### config.mk
export PLATFORM = sky130hd
export DESIGN_NAME = dual_motor_command_watchdog
export DESIGN_NICKNAME = d
export VERILOG_FILES = /design/src/hw/rtl/dmcw_pkg.sv /design/src/hw/rtl/dmcw_fifo.sv /design/src/hw/rtl/dmcw_front.sv /design/src/hw/rtl/dmcw_back.sv /design/src/hw/rtl/dual_motor_command_watchdog.sv
export SDC_FILE = /design/constraint.sdc
export NUM_CORES = 2
export LEC_CHECK = 0
export BUFFER_PORTS_ARGS = -buffer_cell sky130_fd_sc_hd__buf_2
export CORE_MARGIN = 3
export CORE_UTILIZATION = 60
export DETAILED_ROUTE_END_ITERATION = 8
export PLACE_DENSITY = 0.82
export SYNTH_ARGS = -nofsm -noshare
export SYNTH_HDL_FRONTEND = slang
export SYNTH_SLANG_ARGS = --single-unit
### constraint.sdc
create_clock -name clock -period 9 [get_ports clock]
set_input_delay 0.45 -clock clock [delete_from_list [all_inputs] [get_ports clock]]
set_output_delay 0.45 -clock clock [all_outputs]
set_load 0.02 [all_outputs]
### src/hw/rtl/dmcw_pkg.sv
// ----------------------------------------------------------------------------
// dmcw_pkg
// shared types, constants and register indexes of the dual motor command
// watchdog
// ----------------------------------------------------------------------------
package dmcw_pkg;

   // timer periods in millisecond ticks
   localparam int unsigned STATUS_PERIOD_MS = 5;
   localparam int unsigned ALIVE_PERIOD_MS  = 1000;
   localparam int unsigned BLINK_SLOW_MS    = 200;
   localparam int unsigned BLINK_FAST_MS    = 50;

   // default queue depths
   localparam int unsigned DEF_CMD_DEPTH = 2;
   localparam int unsigned DEF_RSP_DEPTH = 4;

   // full scale of a positive duty
   localparam int unsigned FWD_FULL_SCALE = 32767;

   // outgoing frame lengths
   localparam logic [2:0] TX_LEN_ERROR  = 3'd0;
   localparam logic [2:0] TX_LEN_ALIVE  = 3'd1;
   localparam logic [2:0] TX_LEN_STATUS = 3'd5;

   // expected lengths of received frames
   localparam logic [3:0] RX_LEN_REBOOT = 4'd0;
   localparam logic [3:0] RX_LEN_DRIVE  = 4'd4;
   localparam logic [3:0] RX_LEN_CLEAR  = 4'd0;

   // configuration register indexes
   typedef enum logic [2:0] {
      CSR_RX_ID_REBOOT      = 3'd0,
      CSR_RX_ID_DRIVE       = 3'd1,
      CSR_RX_ID_CLEAR_ERROR = 3'd2,
      CSR_TX_ID_STATUS      = 3'd3,
      CSR_TX_ID_ERROR       = 3'd4,
      CSR_TX_ID_ALIVE       = 3'd5,
      CSR_PWM_TOP           = 3'd6,
      CSR_WATCHDOG_TICKS    = 3'd7
   } csr_index_type;

   // request classification
   typedef enum logic [2:0] {
      KIND_TICK,
      KIND_REBOOT,
      KIND_DRIVE,
      KIND_CLEAR,
      KIND_IGNORE
   } kind_type;

   // bridge input codes
   typedef enum logic [1:0] {
      DIR_COAST = 2'd0,
      DIR_FWD   = 2'd1,
      DIR_REV   = 2'd2
   } dir_type;

   typedef struct packed {
      logic [10:0] rx_id_reboot;
      logic [10:0] rx_id_drive;
      logic [10:0] rx_id_clear_error;
      logic [10:0] tx_id_status;
      logic [10:0] tx_id_error;
      logic [10:0] tx_id_alive;
      logic [15:0] pwm_top;
      logic [15:0] watchdog_ticks;
   } cfg_type;

   localparam cfg_type CFG_RESET = '{
      rx_id_reboot:      11'd0,
      rx_id_drive:       11'd1,
      rx_id_clear_error: 11'd2,
      tx_id_status:      11'd3,
      tx_id_error:       11'd4,
      tx_id_alive:       11'd5,
      pwm_top:           16'd3599,
      watchdog_ticks:    16'd10
   };

   typedef struct packed {
      logic        req_type;
      logic [10:0] rx_id;
      logic [3:0]  rx_len;
      logic [31:0] rx_payload;
      logic [13:0] angle_right;
      logic [13:0] angle_left;
   } req_item_type;

   typedef struct packed {
      logic        frame_valid;
      logic [10:0] tx_id;
      logic [2:0]  tx_len;
      logic [39:0] tx_payload;
      logic [15:0] compare_right;
      logic [15:0] compare_left;
      logic [1:0]  dir_right;
      logic [1:0]  dir_left;
      logic        drive_enable;
      logic        led_level;
      logic        reboot_request;
      logic        last;
   } rsp_item_type;

   // classified request handed from front to back
   typedef struct packed {
      kind_type    kind;
      logic [15:0] cmp_r;
      logic [15:0] cmp_l;
      dir_type     dir_r;
      dir_type     dir_l;
      logic [13:0] angle_r;
      logic [13:0] angle_l;
   } cmd_type;

   typedef struct packed {
      logic [10:0] tx_id;
      logic [2:0]  tx_len;
      logic [39:0] tx_payload;
   } frame_type;

   typedef struct packed {
      logic [15:0] cmp_r;
      logic [15:0] cmp_l;
      dir_type     dir_r;
      dir_type     dir_l;
      logic        enable;
   } drive_type;

endpackage

### src/hw/rtl/dmcw_fifo.sv
// ----------------------------------------------------------------------------
// dmcw_fifo
// small first-in first-out queue of register entries
// ----------------------------------------------------------------------------
module dmcw_fifo #(
   parameter type         item_type = logic,
   parameter int unsigned DEPTH     = 2
) (
   input  logic     clock,
   input  logic     reset,
   input  logic     push,
   input  item_type wdata,
   output logic     full,
   input  logic     pop,
   output item_type rdata,
   output logic     empty
);

   localparam int unsigned PTR_W = (DEPTH > 1) ? $clog2(DEPTH) : 1;
   localparam int unsigned CNT_W = $clog2(DEPTH + 1);

   item_type           mem_ff [DEPTH];
   logic [PTR_W-1:0]   wr_ptr_ff, wr_ptr_in;
   logic [PTR_W-1:0]   rd_ptr_ff, rd_ptr_in;
   logic [CNT_W-1:0]   count_ff, count_in;
   logic               do_push, do_pop;

   assign full    = (count_ff == CNT_W'(DEPTH));
   assign empty   = (count_ff == '0);
   assign do_push = push && !full;
   assign do_pop  = pop && !empty;
   assign rdata   = mem_ff[rd_ptr_ff];

   // pointer and count update
   always_comb begin
      wr_ptr_in = wr_ptr_ff;
      rd_ptr_in = rd_ptr_ff;
      count_in  = count_ff;
      if (do_push) begin
         wr_ptr_in = (wr_ptr_ff == PTR_W'(DEPTH - 1)) ? '0 : wr_ptr_ff + 1'b1;
      end
      if (do_pop) begin
         rd_ptr_in = (rd_ptr_ff == PTR_W'(DEPTH - 1)) ? '0 : rd_ptr_ff + 1'b1;
      end
      if (do_push && !do_pop) begin
         count_in = count_ff + 1'b1;
      end else if (do_pop && !do_push) begin
         count_in = count_ff - 1'b1;
      end
   end

   always_ff @(posedge clock) begin
      if (reset) begin
         wr_ptr_ff <= '0;
         rd_ptr_ff <= '0;
         count_ff  <= '0;
      end else begin
         wr_ptr_ff <= wr_ptr_in;
         rd_ptr_ff <= rd_ptr_in;
         count_ff  <= count_in;
      end
   end

   // entry storage
   always_ff @(posedge clock) begin
      if (do_push) begin
         mem_ff[wr_ptr_ff] <= wdata;
      end
   end

endmodule

### src/hw/rtl/dmcw_front.sv
// ----------------------------------------------------------------------------
// dmcw_front
// accepts requests, classifies them and scales the two drive duties
// ----------------------------------------------------------------------------
module dmcw_front (
   input  logic                  clock,
   input  logic                  reset,
   input  dmcw_pkg::cfg_type     cfg,
   input  logic                  push,
   output logic                  full,
   input  dmcw_pkg::req_item_type req_data,
   output logic                  cmd_push,
   input  logic                  cmd_full,
   output dmcw_pkg::cmd_type     cmd_data
);

   logic                  a_valid_ff, a_valid_in;
   dmcw_pkg::kind_type    a_kind_ff;
   logic [31:0]           a_prod_r_ff, a_prod_l_ff;
   dmcw_pkg::dir_type     a_dir_r_ff, a_dir_l_ff;
   logic [13:0]           a_angle_r_ff, a_angle_l_ff;

   dmcw_pkg::kind_type    kind_in;
   logic [15:0]           raw_r, raw_l;
   logic [31:0]           prod_r_in, prod_l_in;
   logic                  load;

   // magnitude of a signed duty, the most negative one included
   function automatic logic [15:0] magnitude(input logic [15:0] raw);
      return raw[15] ? (~raw + 16'd1) : raw;
   endfunction

   function automatic dmcw_pkg::dir_type direction(input logic [15:0] raw);
      dmcw_pkg::dir_type d;
      if (raw == 16'd0) begin
         d = dmcw_pkg::DIR_COAST;
      end else if (raw[15]) begin
         d = dmcw_pkg::DIR_REV;
      end else begin
         d = dmcw_pkg::DIR_FWD;
      end
      return d;
   endfunction

   // divide by 32767: the remainder estimate stays below three divisors
   function automatic logic [15:0] div_fwd(input logic [31:0] x);
      logic [15:0] q0;
      logic [16:0] rem;
      logic [15:0] q;
      q0  = x[30:15];
      rem = {2'b00, x[14:0]} + {1'b0, q0};
      q   = q0 + 16'(rem >= 17'(dmcw_pkg::FWD_FULL_SCALE))
                 + 16'(rem >= 17'(2 * dmcw_pkg::FWD_FULL_SCALE));
      return q;
   endfunction

   assign full     = a_valid_ff && cmd_full;
   assign load     = push && !full;
   assign cmd_push = a_valid_ff && !cmd_full;

   // classify the request
   always_comb begin
      kind_in = dmcw_pkg::KIND_IGNORE;
      if (!req_data.req_type) begin
         kind_in = dmcw_pkg::KIND_TICK;
      end else if (req_data.rx_id == cfg.rx_id_reboot &&
                   req_data.rx_len == dmcw_pkg::RX_LEN_REBOOT) begin
         kind_in = dmcw_pkg::KIND_REBOOT;
      end else if (req_data.rx_id == cfg.rx_id_drive &&
                   req_data.rx_len == dmcw_pkg::RX_LEN_DRIVE) begin
         kind_in = dmcw_pkg::KIND_DRIVE;
      end else if (req_data.rx_id == cfg.rx_id_clear_error &&
                   req_data.rx_len == dmcw_pkg::RX_LEN_CLEAR) begin
         kind_in = dmcw_pkg::KIND_CLEAR;
      end
   end

   // one multiplier per channel
   assign raw_r     = req_data.rx_payload[31:16];
   assign raw_l     = req_data.rx_payload[15:0];
   assign prod_r_in = 32'(magnitude(raw_r)) * 32'(cfg.pwm_top);
   assign prod_l_in = 32'(magnitude(raw_l)) * 32'(cfg.pwm_top);

   always_comb begin
      a_valid_in = a_valid_ff;
      if (load) begin
         a_valid_in = 1'b1;
      end else if (cmd_push) begin
         a_valid_in = 1'b0;
      end
   end

   always_ff @(posedge clock) begin
      if (reset) begin
         a_valid_ff <= 1'b0;
      end else begin
         a_valid_ff <= a_valid_in;
      end
   end

   // product stage
   always_ff @(posedge clock) begin
      if (load) begin
         a_kind_ff    <= kind_in;
         a_prod_r_ff  <= prod_r_in;
         a_prod_l_ff  <= prod_l_in;
         a_dir_r_ff   <= direction(raw_r);
         a_dir_l_ff   <= direction(raw_l);
         a_angle_r_ff <= req_data.angle_right;
         a_angle_l_ff <= req_data.angle_left;
      end
   end

   // final quotient: reverse divides by a power of two
   always_comb begin
      cmd_data.kind    = a_kind_ff;
      cmd_data.dir_r   = a_dir_r_ff;
      cmd_data.dir_l   = a_dir_l_ff;
      cmd_data.angle_r = a_angle_r_ff;
      cmd_data.angle_l = a_angle_l_ff;
      cmd_data.cmp_r   = (a_dir_r_ff == dmcw_pkg::DIR_REV) ? a_prod_r_ff[30:15]
                                                          : div_fwd(a_prod_r_ff);
      cmd_data.cmp_l   = (a_dir_l_ff == dmcw_pkg::DIR_REV) ? a_prod_l_ff[30:15]
                                                          : div_fwd(a_prod_l_ff);
   end

endmodule

### src/hw/rtl/dmcw_back.sv
// ----------------------------------------------------------------------------
// dmcw_back
// error flag, timers, bridge state; unless stalled, emits a response per cycle
// ----------------------------------------------------------------------------
module dmcw_back (
   input  logic                   clock,
   input  logic                   reset,
   input  dmcw_pkg::cfg_type      cfg,
   input  logic                   cmd_empty,
   output logic                   cmd_pop,
   input  dmcw_pkg::cmd_type      cmd_data,
   input  logic                   out_full,
   output logic                   out_push,
   output dmcw_pkg::rsp_item_type out_data
);

   // block state
   logic                  error_ff, error_in;
   logic [15:0]           wd_count_ff, wd_count_in;
   logic                  wd_armed_ff, wd_armed_in;
   logic [7:0]            st_count_ff, st_count_in;
   logic                  st_running_ff, st_running_in;
   logic [9:0]            al_count_ff, al_count_in;
   logic                  first_alive_ff, first_alive_in;
   logic [7:0]            bl_count_ff, bl_count_in;
   logic                  bl_fast_ff, bl_fast_in;
   logic                  led_ff, led_in;
   dmcw_pkg::drive_type   drive_ff, drive_in;

   // responses of the request in hand
   dmcw_pkg::frame_type   slot_ff [3];
   dmcw_pkg::frame_type   slot_in [3];
   logic [1:0]            nres_ff, nres_in;
   logic [1:0]            idx_ff, idx_in;
   logic                  has_frame_ff, has_frame_in;
   logic                  reboot_ff, reboot_in;
   logic                  active_ff, active_in;

   logic                  last_res, last_push;
   logic                  restarted;
   logic [1:0]            nfr;
   logic [8:0]            bl_sum;
   logic [7:0]            bl_period;
   logic [16:0]           wd_sum;
   logic [8:0]            st_sum;
   logic [10:0]           al_sum;
   logic [39:0]           st_payload;

   assign last_res  = (idx_ff == nres_ff - 2'd1);
   assign out_push  = active_ff && !out_full;
   assign last_push = out_push && last_res;
   assign cmd_pop   = !cmd_empty && (!active_ff || last_push);

   assign st_payload = {8'(error_in), 2'b00, cmd_data.angle_r, 2'b00, cmd_data.angle_l};

   // next state for the request at the head of the queue
   always_comb begin
      error_in       = error_ff;
      wd_count_in    = wd_count_ff;
      wd_armed_in    = wd_armed_ff;
      st_count_in    = st_count_ff;
      st_running_in  = st_running_ff;
      al_count_in    = al_count_ff;
      first_alive_in = first_alive_ff;
      bl_count_in    = bl_count_ff;
      bl_fast_in     = bl_fast_ff;
      led_in         = led_ff;
      drive_in       = drive_ff;
      reboot_in      = 1'b0;
      restarted      = 1'b0;
      nfr            = 2'd0;
      slot_in[0]     = '0;
      slot_in[1]     = '0;
      slot_in[2]     = '0;
      bl_period      = bl_fast_ff ? 8'(dmcw_pkg::BLINK_FAST_MS) : 8'(dmcw_pkg::BLINK_SLOW_MS);
      bl_sum         = {1'b0, bl_count_ff} + 9'd1;
      wd_sum         = {1'b0, wd_count_ff} + 17'd1;
      st_sum         = {1'b0, st_count_ff} + 9'd1;
      al_sum         = {1'b0, al_count_ff} + 11'd1;

      case (cmd_data.kind)
         dmcw_pkg::KIND_TICK: begin
            // led blink timer
            if (bl_sum >= {1'b0, bl_period}) begin
               bl_count_in = '0;
               led_in      = !led_ff;
            end else begin
               bl_count_in = bl_sum[7:0];
            end
            // command watchdog
            if (wd_armed_ff) begin
               if (wd_sum >= {1'b0, cfg.watchdog_ticks}) begin
                  wd_armed_in   = 1'b0;
                  wd_count_in   = '0;
                  error_in      = 1'b1;
                  drive_in      = '0;
                  bl_fast_in    = 1'b0;
                  bl_count_in   = '0;
                  st_running_in = 1'b1;
                  st_count_in   = '0;
                  restarted     = 1'b1;
                  slot_in[nfr]  = '{tx_id: cfg.tx_id_error,
                                    tx_len: dmcw_pkg::TX_LEN_ERROR,
                                    tx_payload: 40'd0};
                  nfr           = nfr + 2'd1;
               end else begin
                  wd_count_in = wd_sum[15:0];
               end
            end
            // periodic status
            if (st_running_ff && !restarted) begin
               if (st_sum >= 9'(dmcw_pkg::STATUS_PERIOD_MS)) begin
                  st_count_in  = '0;
                  slot_in[nfr] = '{tx_id: cfg.tx_id_status,
                                   tx_len: dmcw_pkg::TX_LEN_STATUS,
                                   tx_payload: st_payload};
                  nfr          = nfr + 2'd1;
               end else begin
                  st_count_in = st_sum[7:0];
               end
            end
            // alive frame
            if (al_sum >= 11'(dmcw_pkg::ALIVE_PERIOD_MS)) begin
               al_count_in    = '0;
               slot_in[nfr]   = '{tx_id: cfg.tx_id_alive,
                                  tx_len: dmcw_pkg::TX_LEN_ALIVE,
                                  tx_payload: {7'd0, first_alive_ff, 32'd0}};
               nfr            = nfr + 2'd1;
               first_alive_in = 1'b0;
            end else begin
               al_count_in = al_sum[9:0];
            end
         end
         dmcw_pkg::KIND_REBOOT: begin
            reboot_in = 1'b1;
         end
         dmcw_pkg::KIND_DRIVE: begin
            if (!error_ff) begin
               drive_in.cmp_r = cmd_data.cmp_r;
               drive_in.cmp_l = cmd_data.cmp_l;
               drive_in.dir_r = cmd_data.dir_r;
               drive_in.dir_l = cmd_data.dir_l;
               slot_in[0]     = '{tx_id: cfg.tx_id_status,
                                  tx_len: dmcw_pkg::TX_LEN_STATUS,
                                  tx_payload: st_payload};
               nfr            = 2'd1;
               wd_armed_in    = 1'b1;
               wd_count_in    = '0;
            end
         end
         dmcw_pkg::KIND_CLEAR: begin
            error_in        = 1'b0;
            drive_in.enable = 1'b1;
            st_running_in   = 1'b0;
            st_count_in     = '0;
            wd_armed_in     = 1'b1;
            wd_count_in     = '0;
            bl_fast_in      = 1'b1;
            bl_count_in     = '0;
         end
         default: begin
         end
      endcase

      has_frame_in = (nfr != 2'd0);
      nres_in      = has_frame_in ? nfr : 2'd1;
   end

   // response sequencing
   always_comb begin
      active_in = active_ff;
      idx_in    = idx_ff;
      if (cmd_pop) begin
         active_in = 1'b1;
         idx_in    = '0;
      end else if (last_push) begin
         active_in = 1'b0;
      end else if (out_push) begin
         idx_in = idx_ff + 2'd1;
      end
   end

   always_ff @(posedge clock) begin
      if (reset) begin
         error_ff       <= 1'b1;
         wd_count_ff    <= '0;
         wd_armed_ff    <= 1'b1;
         st_count_ff    <= '0;
         st_running_ff  <= 1'b1;
         al_count_ff    <= '0;
         first_alive_ff <= 1'b1;
         bl_count_ff    <= '0;
         bl_fast_ff     <= 1'b0;
         led_ff         <= 1'b0;
         drive_ff       <= '0;
         active_ff      <= 1'b0;
         idx_ff         <= '0;
      end else begin
         active_ff <= active_in;
         idx_ff    <= idx_in;
         if (cmd_pop) begin
            error_ff       <= error_in;
            wd_count_ff    <= wd_count_in;
            wd_armed_ff    <= wd_armed_in;
            st_count_ff    <= st_count_in;
            st_running_ff  <= st_running_in;
            al_count_ff    <= al_count_in;
            first_alive_ff <= first_alive_in;
            bl_count_ff    <= bl_count_in;
            bl_fast_ff     <= bl_fast_in;
            led_ff         <= led_in;
            drive_ff       <= drive_in;
         end
      end
   end

   // response payload of the request in hand
   always_ff @(posedge clock) begin
      if (cmd_pop) begin
         slot_ff[0]   <= slot_in[0];
         slot_ff[1]   <= slot_in[1];
         slot_ff[2]   <= slot_in[2];
         nres_ff      <= nres_in;
         has_frame_ff <= has_frame_in;
         reboot_ff    <= reboot_in;
      end
   end

   // response assembly
   always_comb begin
      out_data.frame_valid    = has_frame_ff;
      out_data.tx_id          = slot_ff[idx_ff].tx_id;
      out_data.tx_len         = slot_ff[idx_ff].tx_len;
      out_data.tx_payload     = slot_ff[idx_ff].tx_payload;
      out_data.compare_right  = drive_ff.cmp_r;
      out_data.compare_left   = drive_ff.cmp_l;
      out_data.dir_right      = drive_ff.dir_r;
      out_data.dir_left       = drive_ff.dir_l;
      out_data.drive_enable   = drive_ff.enable;
      out_data.led_level      = led_ff;
      out_data.reboot_request = reboot_ff;
      out_data.last           = last_res;
   end

endmodule

### src/hw/rtl/dual_motor_command_watchdog.sv
// ----------------------------------------------------------------------------
// dual_motor_command_watchdog
// command watchdog, status timers and two h-bridge drive states
// ----------------------------------------------------------------------------
// A request is a millisecond tick or a received bus frame. The front stage
// accepts one request per cycle unless a full command queue holds it back,
// passes it through duty multiply, product register and quotient, and hands
// it to a short command queue; the back stage updates the watchdog, timers
// and bridge state and emits one response per cycle through its single
// response port while the output queue has room, one or two responses per
// request (error or status, then alive frames on a tick). It takes the next
// request as it emits the last response of the one in hand. Responses wait
// in an output queue, and drive, LED and reboot fields show the state after
// the whole request. Configuration must be written only while no request is
// in flight; the block itself does not enforce this.
module dual_motor_command_watchdog #(
   parameter int unsigned CMD_DEPTH = dmcw_pkg::DEF_CMD_DEPTH,
   parameter int unsigned RSP_DEPTH = dmcw_pkg::DEF_RSP_DEPTH
) (
   input  logic                   clock,
   input  logic                   reset,
   input  logic                   push,
   output logic                   full,
   input  dmcw_pkg::req_item_type req_data,
   output logic                   empty,
   input  logic                   pop,
   output dmcw_pkg::rsp_item_type rsp_data,
   input  logic                   csr_write,
   input  logic [2:0]             csr_index,
   input  logic [15:0]            csr_wdata
);

   dmcw_pkg::cfg_type      cfg_ff, cfg_in;
   logic                   cmd_push, cmd_full, cmd_pop, cmd_empty;
   dmcw_pkg::cmd_type      cmd_wdata, cmd_rdata;
   logic                   rsp_push, rsp_full;
   dmcw_pkg::rsp_item_type rsp_wdata;

   // configuration registers
   always_comb begin
      cfg_in = cfg_ff;
      if (csr_write) begin
         unique case (csr_index)
            dmcw_pkg::CSR_RX_ID_REBOOT:      cfg_in.rx_id_reboot      = csr_wdata[10:0];
            dmcw_pkg::CSR_RX_ID_DRIVE:       cfg_in.rx_id_drive       = csr_wdata[10:0];
            dmcw_pkg::CSR_RX_ID_CLEAR_ERROR: cfg_in.rx_id_clear_error = csr_wdata[10:0];
            dmcw_pkg::CSR_TX_ID_STATUS:      cfg_in.tx_id_status      = csr_wdata[10:0];
            dmcw_pkg::CSR_TX_ID_ERROR:       cfg_in.tx_id_error       = csr_wdata[10:0];
            dmcw_pkg::CSR_TX_ID_ALIVE:       cfg_in.tx_id_alive       = csr_wdata[10:0];
            dmcw_pkg::CSR_PWM_TOP:           cfg_in.pwm_top           = csr_wdata;
            dmcw_pkg::CSR_WATCHDOG_TICKS:    cfg_in.watchdog_ticks    = csr_wdata;
            default: begin
            end
         endcase
      end
   end

   always_ff @(posedge clock) begin
      if (reset) begin
         cfg_ff <= dmcw_pkg::CFG_RESET;
      end else begin
         cfg_ff <= cfg_in;
      end
   end

   // request decode and duty scaling
   dmcw_front u_front (
      .clock    (clock),
      .reset    (reset),
      .cfg      (cfg_ff),
      .push     (push),
      .full     (full),
      .req_data (req_data),
      .cmd_push (cmd_push),
      .cmd_full (cmd_full),
      .cmd_data (cmd_wdata)
   );

   // command queue between front and back
   dmcw_fifo #(
      .item_type (dmcw_pkg::cmd_type),
      .DEPTH     (CMD_DEPTH)
   ) u_cmd_fifo (
      .clock (clock),
      .reset (reset),
      .push  (cmd_push),
      .wdata (cmd_wdata),
      .full  (cmd_full),
      .pop   (cmd_pop),
      .rdata (cmd_rdata),
      .empty (cmd_empty)
   );

   // state update and response generation
   dmcw_back u_back (
      .clock     (clock),
      .reset     (reset),
      .cfg       (cfg_ff),
      .cmd_empty (cmd_empty),
      .cmd_pop   (cmd_pop),
      .cmd_data  (cmd_rdata),
      .out_full  (rsp_full),
      .out_push  (rsp_push),
      .out_data  (rsp_wdata)
   );

   // response queue
   dmcw_fifo #(
      .item_type (dmcw_pkg::rsp_item_type),
      .DEPTH     (RSP_DEPTH)
   ) u_rsp_fifo (
      .clock (clock),
      .reset (reset),
      .push  (rsp_push),
      .wdata (rsp_wdata),
      .full  (rsp_full),
      .pop   (pop),
      .rdata (rsp_data),
      .empty (empty)
   );

`ifndef NO_ASSERTIONS
   // front never writes into a full command queue
   a_cmd_no_overflow : assert property (@(posedge clock) disable iff (reset)
      cmd_push |-> !cmd_full)
      else $error("command queue written while full");

   // back never writes into a full response queue
   a_rsp_no_overflow : assert property (@(posedge clock) disable iff (reset)
      rsp_push |-> !rsp_full)
      else $error("response queue written while full");

   // a response without a frame is always the only one of its request
   a_no_frame_is_last : assert property (@(posedge clock) disable iff (reset)
      (!empty && !rsp_data.frame_valid) |-> rsp_data.last)
      else $error("frameless response not marked last");

   // disabled bridges always coast with zero compares
   a_disabled_coasts : assert property (@(posedge clock) disable iff (reset)
      (!empty && !rsp_data.drive_enable) |->
         (rsp_data.dir_right == dmcw_pkg::DIR_COAST &&
          rsp_data.dir_left == dmcw_pkg::DIR_COAST &&
          rsp_data.compare_right == 16'd0 && rsp_data.compare_left == 16'd0))
      else $error("bridge driven while disabled");
`endif

endmodule
==> results.md <==
* Outcome: complete, no violations
* Global-route wire length before repair at around 190000 um
* Netlist Area Pre-Place at between 50000 and 60000 um^2
* Number of synthesized flops with an enable pin at ~660
* Maximum buffer depth of the clock tree at 3
* Cell at the root of the clock tree: clkbuf_16
* Number of global-route vias before repair at around 35000
* Synthesis-to-layout area growth at 9.37%
* Reported max-cap violation count at 0
* Drc violations at 0
* Launching point of the worst reg2reg path: cfg_ff[21]
* Residual antenna-violating net count after detailed routing at 0
* Worst-path maximum fanout at 19
* Initial drt markers at between 2000 and 3000
* Tightest Pin Transition at roughly 1.3 ns
* Worst Reg2Reg Path Length in Cells at 21
* # H-tree levels at 3
* Hold Path End: u_front.a_angle_r_ff[9]
* Worst Setup End Kind: flip-flop
* Worst EP arrival at around 7.5 ns
* Pin count of the biggest net entering global routing at 90
* Total of cells resized after clock tree synthesis at 0
* Pre-antenna DRT Iters at 6
* Routed vias at 34050
* Setup slack of the worst register-to-register path at a little over 2 ns
* Total Wirelength at about 120000 um
* Final count of pins violating max slew at 0
* Avg Synthesized Cell Area at ~12 um^2
* Fraction of final layout cells with drive strength greater than 1 at 0.108
* Unrepaired setup endpoints after global routing: no
* Cells after synthesis at approximately 4500
* Class of the tightest hold or removal check: in2reg
* Share of synthesized area occupied by flip-flops and latches at 0.457
* Overflow left after global routing at 0
* Number of failing setup endpoints in the final timing report at 0
* Die area at 91100 um^2
* Cell variety after synth at 94
* IO Count at 197
* Largest cells by area after synthesis: edfxtp_1 38%, fa_1 15%, dfxtp_1 7.7%
* Final Skew at 0.0306 ns
* Net count of the finished layout at approximately 5400
* Aggregate global-route resource usage at 0.263
* RD Place Congestion at ~0.89
* Port Buffers at ~180
* Sinks on the clock net at 866
* Vertical die dimension at a little over 300 um
* Final min period at about 7.2 ns
* Clock slew seen by the registers of the worst setup and hold paths at approximately 0.070 ns
* PD cells at around 310 nW/um^2
* Period utilization at 0.796
* Warnings, synthesis at 0
* Clock latency at the later pin of the worst-skew pair at 0.63 ns
* Detail-routed via count per cell at approximately 5.8
* Reg2reg end: u_front.a_prod_l_ff[30]
* Worst vdd rail ir drop at 384 uV
* HP Start: req_data[23]
* Die W at 302 um
* Category of the worst setup path launch point: input port
* Required time at the worst-slack endpoint at approximately 9.4 ns
* Estimated wirelength of the detail-placed design at 80700 um
* FF+latch count, synth at 866
* Initial Util at 0.611
* Number of placement rows at approximately 110
* CTS tree: built
* Core region area at between 80000 and 90000 um^2
* Tot Pwr at approximately 18 mW
* Peak clock frequency supported by timing at 140 MHz
* Dominant cell type by area after synthesis: edfxtp_1
* Worst Hold Depth at 1
* Inserted Clock Buffers at 79
* Rel. slew slack at 0.117
* Antenna violations before repair at 1
* Crit Path Category: in2reg
* Async SR Flop Fraction at 0
* Number of hold violations in the final report at 0
* TNS Setup at 0 ns
* Leading register cell type out of synthesis: edfxtp_1
* WL/cell at between 20 and 25 um
* Number of fill cells at 6033
* Proportion of netlist area held by the largest area contributor at 0.380
* Leakage at 23.3 nW
==> sequential cells by signal, summed over array words and instances, names as in the netlist, 3 cells and up, named ones only <==
register / count
u_rsp_fifo.mem_ff: 332
u_front.a_kind_ff: 3
u_cmd_fifo.mem_ff: 134
u_rsp_fifo.count_ff: 3
u_back.wd_count_ff: 16
u_front.a_prod_r_ff: 31
u_back.st_count_ff: 8
u_front.a_angle_r_ff: 14
u_back.out_data: 36
u_front.a_prod_l_ff: 31
u_back.bl_count_ff: 8
u_back.slot_ff: 97
u_back.al_count_ff: 10
u_front.a_angle_l_ff: 14
cfg_ff: 98
==> synth_stat cells (19+ instances only) <==
cell type    n
a21o_1      39
a21oi_1    222
and2_1     298
and3_1      23
clkbuf_1   162
dfxtp_1    202
edfxtp_1   664
fa_1       391
ha_1       274
inv_1      491
mux2i_1    113
mux4_2      83
nand2_1    576
nand2b_1    27
nand3_1     73
nand4_1     24
nor2_1     233
nor2b_1     19
nor3_1      33
o21a_1      20
o21ai_0     62
xnor2_1    133
xor2_1      67
==> through the flow <==
stage	hold slack [ns]	setup WS, ns	util	cells	area (um^2)
after global routing	0.00590	1.39	0.668	5868	57400
after detailed placement	0.430	1.31	0.635	5708	54600
after CTS	0.00109	1.95	0.668	5867	57400
final	0.0280	1.84	0.668	5869	57400
after floorplan	0.421	1.59	-	4540	52600
after global placement	0.424	1.43	0.635	5708	54600
==> per-layer routing <==
layer | GRT usage | vias up | part of all wire
li1 | - | 15467 | -
met1 | 0.350 | 16957 | 0.40
met2 | 0.450 | 1384 | 0.50
met3 | 0.0404 | 242 | 0.076
met4 | 0.0828 | 0 | 0.031
met5 | 0 | - | 0
==> layout make-up <==
cell class | count | area [um^2] | area share
multi-input cells | 2965 | 26000 | 0.453
clock inverters | 32 | 330 | 0.00575
repair buffers | 253 | 1470 | 0.0257
well taps | 1144 | 1430 | 0.0249
clock buffers | 115 | 2330 | 0.0405
diodes | 1 | 2.50 | 0.0000436
inverters | 493 | 1850 | 0.0323
flip-flops and latches | 866 | 24000 | 0.418
==> worst max-delay path: stages <==
cell      delay, ns
buf_2          0.31
inv_1          0.09
ha_1           0.23
nand2_1        0.10
o21ai_0        0.10
xnor2_1        0.60
and2_1         0.26
fa_1           0.39
inv_1          0.08
fa_1           0.43
fa_1           0.52
inv_1          0.05
fa_1           0.50
fa_1           0.49
inv_1          0.05
fa_1           0.47
inv_1          0.04
ha_1           0.33
and2_1         0.19
a221o_1        0.35
a311oi_1       0.29
o31ai_1        0.15
a221oi_2       0.40
o21ai_1        0.18
a211oi_1       0.24
o21bai_1       0.10
xnor2_1        0.12
==> how the worst max path moves through the flow <==
stage                 startpoint                 endpoint  slack [ns]  depth (start not counted)
finish              req_data[28]  u_front.a_prod_l_ff[30]        1.84                         27
CTS                 req_data[31]  u_front.a_prod_l_ff[30]        1.95                         28
floorplan           req_data[28]  u_front.a_prod_l_ff[30]        1.59                         28
global placement    req_data[31]  u_front.a_prod_l_ff[30]        1.43                         28
global route        req_data[30]  u_front.a_prod_l_ff[30]        1.39                         28
detailed placement  req_data[31]  u_front.a_prod_l_ff[30]        1.31                         28
==> where the power goes <==
part / switching (mW) / internal (mW)
logic: 5.11 / 3.58
registers: 0.416 / 5.51
clock network: 1.47 / 1.93
==> cell families after synthesis <==
kind of cell | Yosys count | synth area share
other | 1 | 0.0000714
adder cells (fa/ha/maj) | 665 | 0.214
XOR/XNOR | 200 | 0.0334
buffers and inverters | 709 | 0.0524
multiplexers | 204 | 0.0592
AND/OR/NAND/NOR | 1365 | 0.123
AO/OA/AOI/OAI | 491 | 0.0605
flip-flops | 866 | 0.457
==> layout by cell type, fill, tap and decap left out, types with 83 or more instances in the layout <==
cell type  synthesis  routed
xnor2_1          133     128
inv_1            491     491
nor2_1           233     232
clkbuf_16          0      83
mux4_2            83      83
buf_2             11     183
and2_1           298     294
a21oi_1          222     222
dfxtp_1          202     194
ha_1             274     274
mux2i_1          113     113
edfxtp_1         664     664
nand2_1          576     576
fa_1             391     391
==> what timing repair did <==
item	in CTS	in global routing
endpoints found under the hold margin	12	1
setup buffers	0	0
hold buffers	12	1
(Power assumes the default switching activity.)
